[src/skf_pkg.sv]
package skf_pkg;

    localparam int GAIN_BITS = 30;
    localparam int DIV_GUARD = 4;
    localparam int QBITS     = GAIN_BITS + DIV_GUARD;
    localparam int ADDR_W    = 5;

    localparam logic [2:0] REG_STATE_GAIN    = 3'd0;
    localparam logic [2:0] REG_MEASURE_GAIN  = 3'd1;
    localparam logic [2:0] REG_PROCESS_NOISE = 3'd2;
    localparam logic [2:0] REG_MEASURE_NOISE = 3'd3;
    localparam logic [2:0] REG_INIT_ESTIMATE = 3'd4;
    localparam logic [2:0] REG_INIT_VARIANCE = 3'd5;

    localparam logic OP_FILTER  = 1'b0;
    localparam logic OP_RESTART = 1'b1;

    typedef logic [65:0] t_mag;

    typedef struct packed {
        logic [31:0] state_gain;
        logic [31:0] measure_gain;
        logic [31:0] process_noise;
        logic [31:0] measure_noise;
        logic [31:0] initial_estimate;
        logic [31:0] initial_variance;
    } t_cfg;

    typedef struct packed {
        logic        valid;
        logic        neg;
        logic        gain_shift;
        logic [32:0] a;
        logic [32:0] b;
    } t_mul_req;

    typedef struct packed {
        logic valid;
        logic neg;
        t_mag mag;
    } t_mul_rsp;

    typedef struct packed {
        logic        start;
        logic [31:0] num;
        logic [63:0] den;
    } t_div_req;

    typedef struct packed {
        logic        done;
        logic        ovf;
        logic [QBITS:0] q;
    } t_div_rsp;

    typedef struct packed {
        logic        saturated;
        logic        zero_divisor;
        logic [31:0] kalman_gain;
        logic [31:0] variance;
        logic [31:0] estimate;
    } t_result;

    typedef struct packed {
        logic        sat;
        logic [31:0] val;
    } t_clamp;

    function automatic logic [32:0] abs_s32(input logic [31:0] v);
        return v[31] ? (33'd0 - {v[31], v}) : {1'b0, v};
    endfunction

    function automatic t_clamp sat_s32(input logic neg, input t_mag mag);
        t_clamp c;
        c.sat = 1'b0;
        if (!neg) begin
            if (mag > 66'h7FFFFFFF) begin
                c.sat = 1'b1;
                c.val = 32'h7FFFFFFF;
            end else begin
                c.val = mag[31:0];
            end
        end else begin
            if (mag > 66'h80000000) begin
                c.sat = 1'b1;
                c.val = 32'h80000000;
            end else begin
                c.val = 32'd0 - mag[31:0];
            end
        end
        return c;
    endfunction

    function automatic t_clamp sat_u32(input logic neg, input t_mag mag);
        t_clamp c;
        c.sat = 1'b0;
        if (neg && (mag != '0)) begin
            c.sat = 1'b1;
            c.val = 32'd0;
        end else if (mag > 66'hFFFFFFFF) begin
            c.sat = 1'b1;
            c.val = 32'hFFFFFFFF;
        end else begin
            c.val = mag[31:0];
        end
        return c;
    endfunction

endpackage

[src/skf_mul.sv]
module skf_mul #(
    parameter int FRAC_BITS = 16
) (
    input  logic              i_clk,
    input  logic              i_rst_n,
    input  skf_pkg::t_mul_req i_req,
    output skf_pkg::t_mul_rsp o_rsp
);
    import skf_pkg::*;

    localparam logic [66:0] RND_F = 67'd1 << (FRAC_BITS - 1);
    localparam logic [66:0] RND_G = 67'd1 << (GAIN_BITS - 1);

    logic        r_v1;
    logic        r_neg1;
    logic        r_gsh1;
    logic [65:0] r_prod;
    logic        r_v2;
    logic        r_neg2;
    t_mag        r_mag;

    logic [66:0] sum;
    logic [66:0] shf;

    // round half away from zero on the magnitude, then drop fraction bits
    always_comb begin
        sum = {1'b0, r_prod} + (r_gsh1 ? RND_G : RND_F);
        shf = r_gsh1 ? (sum >> GAIN_BITS) : (sum >> FRAC_BITS);
    end

    always_ff @(posedge i_clk) begin
        if (!i_rst_n) begin
            r_v1 <= 1'b0;
            r_v2 <= 1'b0;
        end else begin
            r_v1 <= i_req.valid;
            r_v2 <= r_v1;
        end
        r_prod <= i_req.a * i_req.b;
        r_neg1 <= i_req.neg;
        r_gsh1 <= i_req.gain_shift;
        r_mag  <= shf[65:0];
        r_neg2 <= r_neg1;
    end

    assign o_rsp.valid = r_v2;
    assign o_rsp.neg   = r_neg2;
    assign o_rsp.mag   = r_mag;

endmodule

[src/skf_div.sv]
module skf_div (
    input  logic              i_clk,
    input  logic              i_rst_n,
    input  skf_pkg::t_div_req i_req,
    output skf_pkg::t_div_rsp o_rsp
);
    import skf_pkg::*;

    localparam int CNT_W = $clog2(QBITS);

    typedef enum logic [1:0] {D_IDLE, D_CHECK, D_RUN, D_ROUND} t_dstate;

    t_dstate           r_state;
    logic [31:0]       r_num;
    logic [63:0]       r_den;
    logic [63:0]       r_rem;
    logic [QBITS-1:0]  r_dvd;
    logic [QBITS-1:0]  r_q;
    logic [CNT_W-1:0]  r_cnt;
    logic              r_done;
    logic              r_ovf;
    logic [QBITS:0]    r_qout;

    logic [64:0] trial;
    logic [64:0] diff;
    logic        ge;
    logic        ovf;
    logic        rnd_up;

    always_comb begin
        trial  = {r_rem, r_dvd[QBITS-1]};
        diff   = trial - {1'b0, r_den};
        ge     = trial >= {1'b0, r_den};
        // quotient would not fit in QBITS bits
        ovf    = {36'd0, r_num} >= {r_den, 4'd0};
        rnd_up = {r_rem, 1'b0} >= {1'b0, r_den};
    end

    always_ff @(posedge i_clk) begin
        if (!i_rst_n) begin
            r_state <= D_IDLE;
            r_done  <= 1'b0;
        end else begin
            unique case (r_state)
                D_IDLE: begin
                    r_done <= 1'b0;
                    if (i_req.start) begin
                        r_num   <= i_req.num;
                        r_den   <= i_req.den;
                        r_state <= D_CHECK;
                    end
                end
                D_CHECK: begin
                    r_rem <= {{(64 - 32 + DIV_GUARD){1'b0}}, r_num[31:DIV_GUARD]};
                    r_dvd <= {r_num[DIV_GUARD-1:0], {GAIN_BITS{1'b0}}};
                    r_cnt <= CNT_W'(QBITS - 1);
                    r_q   <= '0;
                    if (ovf) begin
                        r_ovf   <= 1'b1;
                        r_qout  <= '0;
                        r_done  <= 1'b1;
                        r_state <= D_IDLE;
                    end else begin
                        r_ovf   <= 1'b0;
                        r_done  <= 1'b0;
                        r_state <= D_RUN;
                    end
                end
                D_RUN: begin
                    r_rem <= ge ? diff[63:0] : trial[63:0];
                    r_q   <= {r_q[QBITS-2:0], ge};
                    r_dvd <= {r_dvd[QBITS-2:0], 1'b0};
                    r_cnt <= r_cnt - 1'b1;
                    if (r_cnt == '0) begin
                        r_state <= D_ROUND;
                    end
                end
                D_ROUND: begin
                    r_qout  <= {1'b0, r_q} + {{QBITS{1'b0}}, rnd_up};
                    r_done  <= 1'b1;
                    r_state <= D_IDLE;
                end
                default: begin
                    r_done  <= 1'b0;
                    r_state <= D_IDLE;
                end
            endcase
        end
    end

    assign o_rsp.done = r_done;
    assign o_rsp.ovf  = r_ovf;
    assign o_rsp.q    = r_qout;

endmodule

[src/skf_seq.sv]
module skf_seq #(
    parameter int FRAC_BITS = 16
) (
    input  logic             i_clk,
    input  logic             i_rst_n,
    input  skf_pkg::t_cfg    i_cfg,
    input  logic             i_in_valid,
    output logic             o_in_ready,
    input  logic             i_in_op,
    input  logic [31:0]      i_in_z,
    output logic             o_out_valid,
    input  logic             i_out_ready,
    output skf_pkg::t_result o_out
);
    import skf_pkg::*;

    localparam logic [31:0] P_RST = 32'd1 << FRAC_BITS;

    typedef enum logic [2:0] {S_IDLE, S_ISSUE, S_WAIT, S_DIVGO, S_DIVW, S_OUT} t_state;
    typedef enum logic [3:0] {
        ST_AX, ST_AA, ST_AP, ST_PH, ST_PHH, ST_HX, ST_GD, ST_GH, ST_OP
    } t_step;

    t_state      r_state;
    t_step       r_step;
    logic [31:0] r_x;
    logic [31:0] r_p;
    logic [31:0] r_aa;
    logic [31:0] r_ph;
    logic [31:0] r_z;
    logic [31:0] r_gain;
    logic [33:0] r_diff;
    logic [33:0] r_om;
    logic [63:0] r_den;
    logic        r_zdiv;
    logic        r_sat;
    logic        r_ovalid;
    t_result     r_out;

    t_mul_req mul_req;
    t_mul_rsp mul_rsp;
    t_div_req div_req;
    t_div_rsp div_rsp;

    t_clamp      c_s;
    t_clamp      c_u;
    t_clamp      c_g;
    logic [32:0] ph_mag;
    logic [32:0] n_pq_sum;
    logic [31:0] n_pp;
    logic [63:0] n_den;
    logic [33:0] n_diff;
    logic [33:0] n_om;
    logic [39:0] n_sum;
    logic [31:0] n_est;
    logic        n_est_sat;

    skf_mul #(.FRAC_BITS(FRAC_BITS)) u_mul (
        .i_clk   (i_clk),
        .i_rst_n (i_rst_n),
        .i_req   (mul_req),
        .o_rsp   (mul_rsp)
    );

    skf_div u_div (
        .i_clk   (i_clk),
        .i_rst_n (i_rst_n),
        .i_req   (div_req),
        .o_rsp   (div_rsp)
    );

    // operand selection for the shared multiplier
    always_comb begin
        mul_req.valid      = (r_state == S_ISSUE);
        mul_req.neg        = 1'b0;
        mul_req.gain_shift = 1'b0;
        mul_req.a          = '0;
        mul_req.b          = '0;
        unique case (r_step)
            ST_AX: begin
                mul_req.a   = abs_s32(i_cfg.state_gain);
                mul_req.b   = abs_s32(r_x);
                mul_req.neg = i_cfg.state_gain[31] ^ r_x[31];
            end
            ST_AA: begin
                mul_req.a = abs_s32(i_cfg.state_gain);
                mul_req.b = abs_s32(i_cfg.state_gain);
            end
            ST_AP: begin
                mul_req.a = {1'b0, r_aa};
                mul_req.b = {1'b0, r_p};
            end
            ST_PH: begin
                mul_req.a   = {1'b0, r_p};
                mul_req.b   = abs_s32(i_cfg.measure_gain);
                mul_req.neg = i_cfg.measure_gain[31];
            end
            ST_PHH: begin
                mul_req.a = abs_s32(r_ph);
                mul_req.b = abs_s32(i_cfg.measure_gain);
            end
            ST_HX: begin
                mul_req.a   = abs_s32(i_cfg.measure_gain);
                mul_req.b   = abs_s32(r_x);
                mul_req.neg = i_cfg.measure_gain[31] ^ r_x[31];
            end
            ST_GD: begin
                mul_req.a          = abs_s32(r_gain);
                mul_req.b          = r_diff[33] ? 33'(34'd0 - r_diff) : r_diff[32:0];
                mul_req.neg        = r_gain[31] ^ r_diff[33];
                mul_req.gain_shift = 1'b1;
            end
            ST_GH: begin
                mul_req.a   = abs_s32(r_gain);
                mul_req.b   = abs_s32(i_cfg.measure_gain);
                mul_req.neg = r_gain[31] ^ i_cfg.measure_gain[31];
            end
            ST_OP: begin
                mul_req.a          = r_om[33] ? 33'(34'd0 - r_om) : r_om[32:0];
                mul_req.b          = {1'b0, r_p};
                mul_req.neg        = r_om[33];
                mul_req.gain_shift = 1'b1;
            end
            default: ;
        endcase
    end

    assign ph_mag = abs_s32(r_ph);

    always_comb begin
        div_req.start = (r_state == S_DIVGO);
        div_req.num   = ph_mag[31:0];
        div_req.den   = n_den;
    end

    // results of the step that is finishing
    always_comb begin
        c_s      = sat_s32(mul_rsp.neg, mul_rsp.mag);
        c_u      = sat_u32(mul_rsp.neg, mul_rsp.mag);
        c_g      = sat_s32(r_ph[31], div_rsp.ovf ? '1 : t_mag'(div_rsp.q));
        n_pq_sum = {1'b0, c_u.val} + {1'b0, i_cfg.process_noise};
        n_pp     = n_pq_sum[32] ? 32'hFFFFFFFF : n_pq_sum[31:0];
        n_diff   = {{2{r_z[31]}}, r_z} - {{2{c_s.val[31]}}, c_s.val};
        n_om     = (34'd1 << GAIN_BITS) - {{2{c_s.val[31]}}, c_s.val};
        n_sum    = mul_rsp.neg ? ({{8{r_x[31]}}, r_x} - {1'b0, mul_rsp.mag[38:0]})
                               : ({{8{r_x[31]}}, r_x} + {1'b0, mul_rsp.mag[38:0]});
        n_est_sat = 1'b0;
        n_est     = n_sum[31:0];
        if (!n_sum[39] && (n_sum[38:31] != 8'h00)) begin
            n_est_sat = 1'b1;
            n_est     = 32'h7FFFFFFF;
        end else if (n_sum[39] && (n_sum[38:31] != 8'hFF)) begin
            n_est_sat = 1'b1;
            n_est     = 32'h80000000;
        end
    end

    // gain divisor p'*h*h + r, kept wide and never clamped
    assign n_den = (r_state == S_WAIT) ? (mul_rsp.mag[63:0] + {32'd0, i_cfg.measure_noise})
                                       : r_den;

    always_ff @(posedge i_clk) begin
        if (!i_rst_n) begin
            r_state  <= S_IDLE;
            r_step   <= ST_AX;
            r_x      <= '0;
            r_p      <= P_RST;
            r_ovalid <= 1'b0;
        end else begin
            if (r_ovalid && i_out_ready && (r_state != S_OUT)) begin
                r_ovalid <= 1'b0;
            end
            unique case (r_state)
                S_IDLE: begin
                    if (i_in_valid) begin
                        r_sat  <= 1'b0;
                        r_zdiv <= 1'b0;
                        r_gain <= '0;
                        if (i_in_op == OP_RESTART) begin
                            r_x     <= i_cfg.initial_estimate;
                            r_p     <= i_cfg.initial_variance;
                            r_state <= S_OUT;
                        end else begin
                            r_z     <= i_in_z;
                            r_step  <= ST_AX;
                            r_state <= S_ISSUE;
                        end
                    end
                end
                S_ISSUE: r_state <= S_WAIT;
                S_WAIT: begin
                    if (mul_rsp.valid) begin
                        unique case (r_step)
                            ST_AX: begin
                                r_x     <= c_s.val;
                                r_sat   <= r_sat | c_s.sat;
                                r_step  <= ST_AA;
                                r_state <= S_ISSUE;
                            end
                            ST_AA: begin
                                r_aa    <= c_u.val;
                                r_sat   <= r_sat | c_u.sat;
                                r_step  <= ST_AP;
                                r_state <= S_ISSUE;
                            end
                            ST_AP: begin
                                r_p     <= n_pp;
                                r_sat   <= r_sat | c_u.sat | n_pq_sum[32];
                                r_step  <= ST_PH;
                                r_state <= S_ISSUE;
                            end
                            ST_PH: begin
                                r_ph    <= c_s.val;
                                r_sat   <= r_sat | c_s.sat;
                                r_step  <= ST_PHH;
                                r_state <= S_ISSUE;
                            end
                            ST_PHH: begin
                                r_den <= n_den;
                                if (n_den == '0) begin
                                    r_zdiv  <= 1'b1;
                                    r_gain  <= '0;
                                    r_step  <= ST_HX;
                                    r_state <= S_ISSUE;
                                end else begin
                                    r_state <= S_DIVGO;
                                end
                            end
                            ST_HX: begin
                                r_diff  <= n_diff;
                                r_sat   <= r_sat | c_s.sat;
                                r_step  <= ST_GD;
                                r_state <= S_ISSUE;
                            end
                            ST_GD: begin
                                r_x     <= n_est;
                                r_sat   <= r_sat | n_est_sat;
                                r_step  <= ST_GH;
                                r_state <= S_ISSUE;
                            end
                            ST_GH: begin
                                r_om    <= n_om;
                                r_sat   <= r_sat | c_s.sat;
                                r_step  <= ST_OP;
                                r_state <= S_ISSUE;
                            end
                            ST_OP: begin
                                r_p     <= c_u.val;
                                r_sat   <= r_sat | c_u.sat;
                                r_state <= S_OUT;
                            end
                            default: r_state <= S_IDLE;
                        endcase
                    end
                end
                S_DIVGO: r_state <= S_DIVW;
                S_DIVW: begin
                    if (div_rsp.done) begin
                        r_gain  <= c_g.val;
                        r_sat   <= r_sat | c_g.sat;
                        r_step  <= ST_HX;
                        r_state <= S_ISSUE;
                    end
                end
                S_OUT: begin
                    if (!r_ovalid || i_out_ready) begin
                        r_ovalid           <= 1'b1;
                        r_out.estimate     <= r_x;
                        r_out.variance     <= r_p;
                        r_out.kalman_gain  <= r_gain;
                        r_out.zero_divisor <= r_zdiv;
                        r_out.saturated    <= r_sat;
                        r_state            <= S_IDLE;
                    end
                end
                default: r_state <= S_IDLE;
            endcase
        end
    end

    assign o_in_ready  = (r_state == S_IDLE);
    assign o_out_valid = r_ovalid;
    assign o_out       = r_out;

    a_mul_only_when_waiting: assert property (@(posedge i_clk) disable iff (!i_rst_n)
        mul_rsp.valid |-> (r_state == S_WAIT))
        else $error("multiplier result outside wait state");

    a_div_only_when_waiting: assert property (@(posedge i_clk) disable iff (!i_rst_n)
        div_rsp.done |-> (r_state == S_DIVW))
        else $error("divider result outside wait state");

    a_restart_goes_out: assert property (@(posedge i_clk) disable iff (!i_rst_n)
        (i_in_valid && o_in_ready && (i_in_op == OP_RESTART)) |=> (r_state == S_OUT))
        else $error("restart did not go straight to output");

    a_zero_div_gain: assert property (@(posedge i_clk) disable iff (!i_rst_n)
        ((r_state == S_OUT) && r_zdiv) |-> (r_gain == '0))
        else $error("gain not zero on zero divisor");

endmodule

[config.mk]
export PLATFORM = sky130hd
export DESIGN_NAME = skf_seq
export DESIGN_NICKNAME = d
export VERILOG_FILES = /design/src/skf_pkg.sv /design/src/skf_mul.sv /design/src/skf_div.sv /design/src/skf_seq.sv
export SDC_FILE = /design/constraint.sdc
export NUM_CORES = 2
export LEC_CHECK = 0
export ABC_AREA = 1
export BUFFER_PORTS_ARGS = -buffer_cell sky130_fd_sc_hd__buf_2
export CORE_AREA = 2 2 468 470
export DETAILED_ROUTE_END_ITERATION = 12
export DIE_AREA = 0 0 470 472
export HOLD_SLACK_MARGIN = 0.02
export PLACE_DENSITY = 0.63
export SYNTH_ARGS = -nofsm -noshare
export SYNTH_HDL_FRONTEND = slang
export SYNTH_HIERARCHICAL = 1
export SYNTH_SLANG_ARGS = --single-unit
[constraint.sdc]
create_clock -name i_clk -period 22.8 [get_ports i_clk]
set_input_delay 0 -clock i_clk [delete_from_list [all_inputs] [get_ports i_clk]]
set_output_delay 0 -clock i_clk [all_outputs]
set_load 0.02 [all_outputs]
==> flow_summary_export.csv <==
group,metric,value,unit
run_status,status,"finished clean",
place,dp_slack,11.06,ns
timing,period_needed,12.09,ns
synthesis,synth_largest_area_cell,"fa_1",
synthesis,yosys_warnings,6,
timing,fin_setup_tns,0,ns
synthesis,synthTopCellsByArea,"fa_1 (20%), edfxtp_1 (19%), nand2_1 (14%)",
timing,rsz0062_at_grt,"no",
timing,skew,0.0427,ns
setup_path,critical_path.most_common_cell,"inv_1",
routing,viasPerCell,5.42,
routing,wl_met1,164000,um
routing,ant_nets,0,
routing,wl,406000,um
timing,period_share,0.530,
setup_path,crit_arrival,12.74,ns
setup_path,critPathRequiredTime,23.45,ns
routing,drt_first_pass_iters,8,
finish,nets,15600,
clock_network,cts.sinks,780,
routing,highest_layer,"met5",
setup_path,slowest_delay,1.04,ns
timing,setup_slack,10.71,ns
routing,dr.first_iter.drc_count,9658,
synthesis,ys_seq_elements,780,
routing,wl_met3,34200,um
die,dieArea,222000,um^2
run,cap_viol_max_count,0,
timing,relSlewSlack,0.0495,
min_path,holdPathStages,2,
setup_path,reg2regPathDepth,39,
die,die_height,472,um
min_path,whs_endpoint,"r_z[25]",
finish,drive_above_1_share,0.0670,
die,start_util,0.448,
synthesis,yosysUniqueCellTypes,77,
timing,max_freq,82.7,MHz
setup_path,criticalPathCategory,"flip-flop to flip-flop",
setup_path,regToRegSetupSlack,10.71,ns
setup_path,cp_slowest_cell,"nor2_2",
global_routing,grt_overflow,0,
clock_network,cts_tree,"built",
place,place_inst,16500,
synthesis,ys_seq_area_frac,0.223,
routing,wl_per_cell,24.2,um
place,port-buffer-count,328,
timing,maxSlewViolCount,0,
synthesis,async_flop_share,0,
die,core_area,217000,um^2
finish,finalCoreUtilization,0.493,
min_path,holdCritPathClass,"input pin to flip-flop",
setup_path,worstSetupStartpointType,"flip-flop",
global_routing,grt_max_degree,80,
synthesis,synth-main-ff-cell,"edfxtp_1",
place,dp_hpwl,328000,um
global_routing,antenna_found_initial,33,
die,placementRows,171,
clock_network,clkSlewWorstSetupHoldPaths,0.07,ns
finish,fill_cells,22100,
timing,tightestPinTransition,1.41,ns
setup_path,r2r_start,"r_step[0]",
setup_path,reg2reg_to,"u_mul/r_prod[56]",
place,routabilityCongestion,1.10,
die,fp.dieW,470,um
finish,fin_cells,16800,
die,ioPinCount,329,
synthesis,yosysTopAreaCellShare,0.198,
clock_network,numCtsBuffers,92,
global_routing,grt_pass1_vias,88100,
timing,setup_viol,0,
clock_network,htreeDepth,3,
global_routing,grt_first_pass_wirelength,589000,um
clock_network,clk_latency,0.76,ns
finish,areaGrowthSynthToFinish,9.99,%
synthesis,syn_avg_cell_area,7.13,um^2
routing,met2_length,178000,um
synthesis,synth_area,97000,um^2
synthesis,yosys.cell_count.top_type,"nand2_1",
synthesis,synth_edf_count,598,
routing,vias,91000,
clock_network,cts_resized,0,
setup_path,critPathCaptureType,"flip-flop",
synthesis,synth_commonest_cells,"nand2_1 (3,702), inv_1 (3,068), nor2_1 (1,044)",
global_routing,grtUsageTotal,0.361,
clock_network,clockRootBuffer,"clkbuf_16",
routing,remaining_drc_errors,0,
clock_network,clockBufferDepth,3,
min_path,min_from,"i_in_z[25]",
setup_path,critPathMaxFanout,33,
timing,hold_viol,0,
synthesis,synth_cells,13600,
[state kept, by name, summed over array words and instances, names as in the netlist, 33 cells and up, named ones only]
register	flops
u_div/r_q	34
r_den	64
r_om	33
u_div/r_den	64
o_out	98
u_div/r_qout	35
u_mul/r_prod	51
u_mul/r_mag	51
r_diff	33
u_div/r_rem	64
[per-layer routing]
metal,GRT usage,up-vias
li1,-,42200
met1,0.470,43600
met2,0.559,4219
met3,0.0600,943
met4,0.228,24
met5,0,-
[through the flow]
stage	instance area [um^2]	hold slack (ns)
finish	107000	0.0699
CTS	107000	0.0208
global route	107000	0.0546
detailed placement	102000	0.179
floorplan	97100	0.0935
global placement	102000	0.178
[cell type report]
cell class / count / area, um^2 / area share
Clock buffer: 107 / 2480 / 0.0233
Tap cell: 2854 / 3570 / 0.0335
Antenna cell: 9 / 22.5 / 0.000211
Clock inverter: 66 / 664 / 0.00623
Sequential cell: 780 / 21600 / 0.202
Inverter: 3105 / 11700 / 0.109
Timing Repair Buffer: 633 / 4330 / 0.0406
Multi-Input combinational cell: 9247 / 62400 / 0.585
[worst max path at each step]
| stage | from | cells after the start | slack (ns) | to |
|---|---|---|---|---|
| finish | r_step[0] | 39 | 10.71 | u_mul/r_prod[56] |
| detailed placement | r_step[0] | 39 | 11.06 | u_mul/r_prod[48] |
| global placement | r_step[0] | 38 | 11.28 | u_mul/r_prod[59] |
| global route | r_step[0] | 39 | 10.13 | u_mul/r_prod[48] |
| CTS | r_step[0] | 39 | 11.00 | u_mul/r_prod[48] |
| floorplan | r_ph[0] | 43 | 14.35 | u_mul/r_prod[54] |
[worst max-delay path: cells and delay by family, from the launching register on]
kind                     cells  cell delay, ns
adder cells (fa/ha/maj)      9            4.59
buffers and inverters       14            3.16
AND/OR/NAND/NOR             11            2.65
AO/OA/AOI/OAI                5            1.09
flip-flops                   1            0.43
[layout by cell type, fill, tap and decap left out, types with 159 or more instances in the layout]
cell type,Yosys,layout
a21oi_1,623,619
buf_2,35,328
dfxtp_1,182,181
dlygate4sd3_1,0,159
edfxtp_1,598,598
fa_1,962,962
ha_1,510,509
inv_1,3068,3065
nand2_1,3702,3701
nand3_1,559,559
nand4_1,160,160
nor2_1,1044,1033
nor3_1,165,159
o21ai_0,504,502
xor2_1,259,259
[what timing repair did]
| action | in CTS | in global routing |
|---|---|---|
| hold buffers | 159 | 0 |
| buffers inserted | 0 | 0 |
| endpoints found under the hold margin | 116 | 0 |
[kinds of logic (layout without fill, tap and decap cells)]
family / Yosys count / in the layout / synth area share
buffers and inverters: 3595 / 3911 / 0.141
xor gates and xnor gates: 373 / 373 / 0.0337
other: 1 / 24 / 0.0000387
DFF: 780 / 780 / 0.223
adders and majority gates: 1472 / 1472 / 0.264
AOI/OAI and AO/OA: 1486 / 1486 / 0.0864
and+or+nand+nor: 5901 / 5901 / 0.252
Power is not shown: default switching activity piles up to over one toggle a cycle in this logic, so the estimate is an artifact.
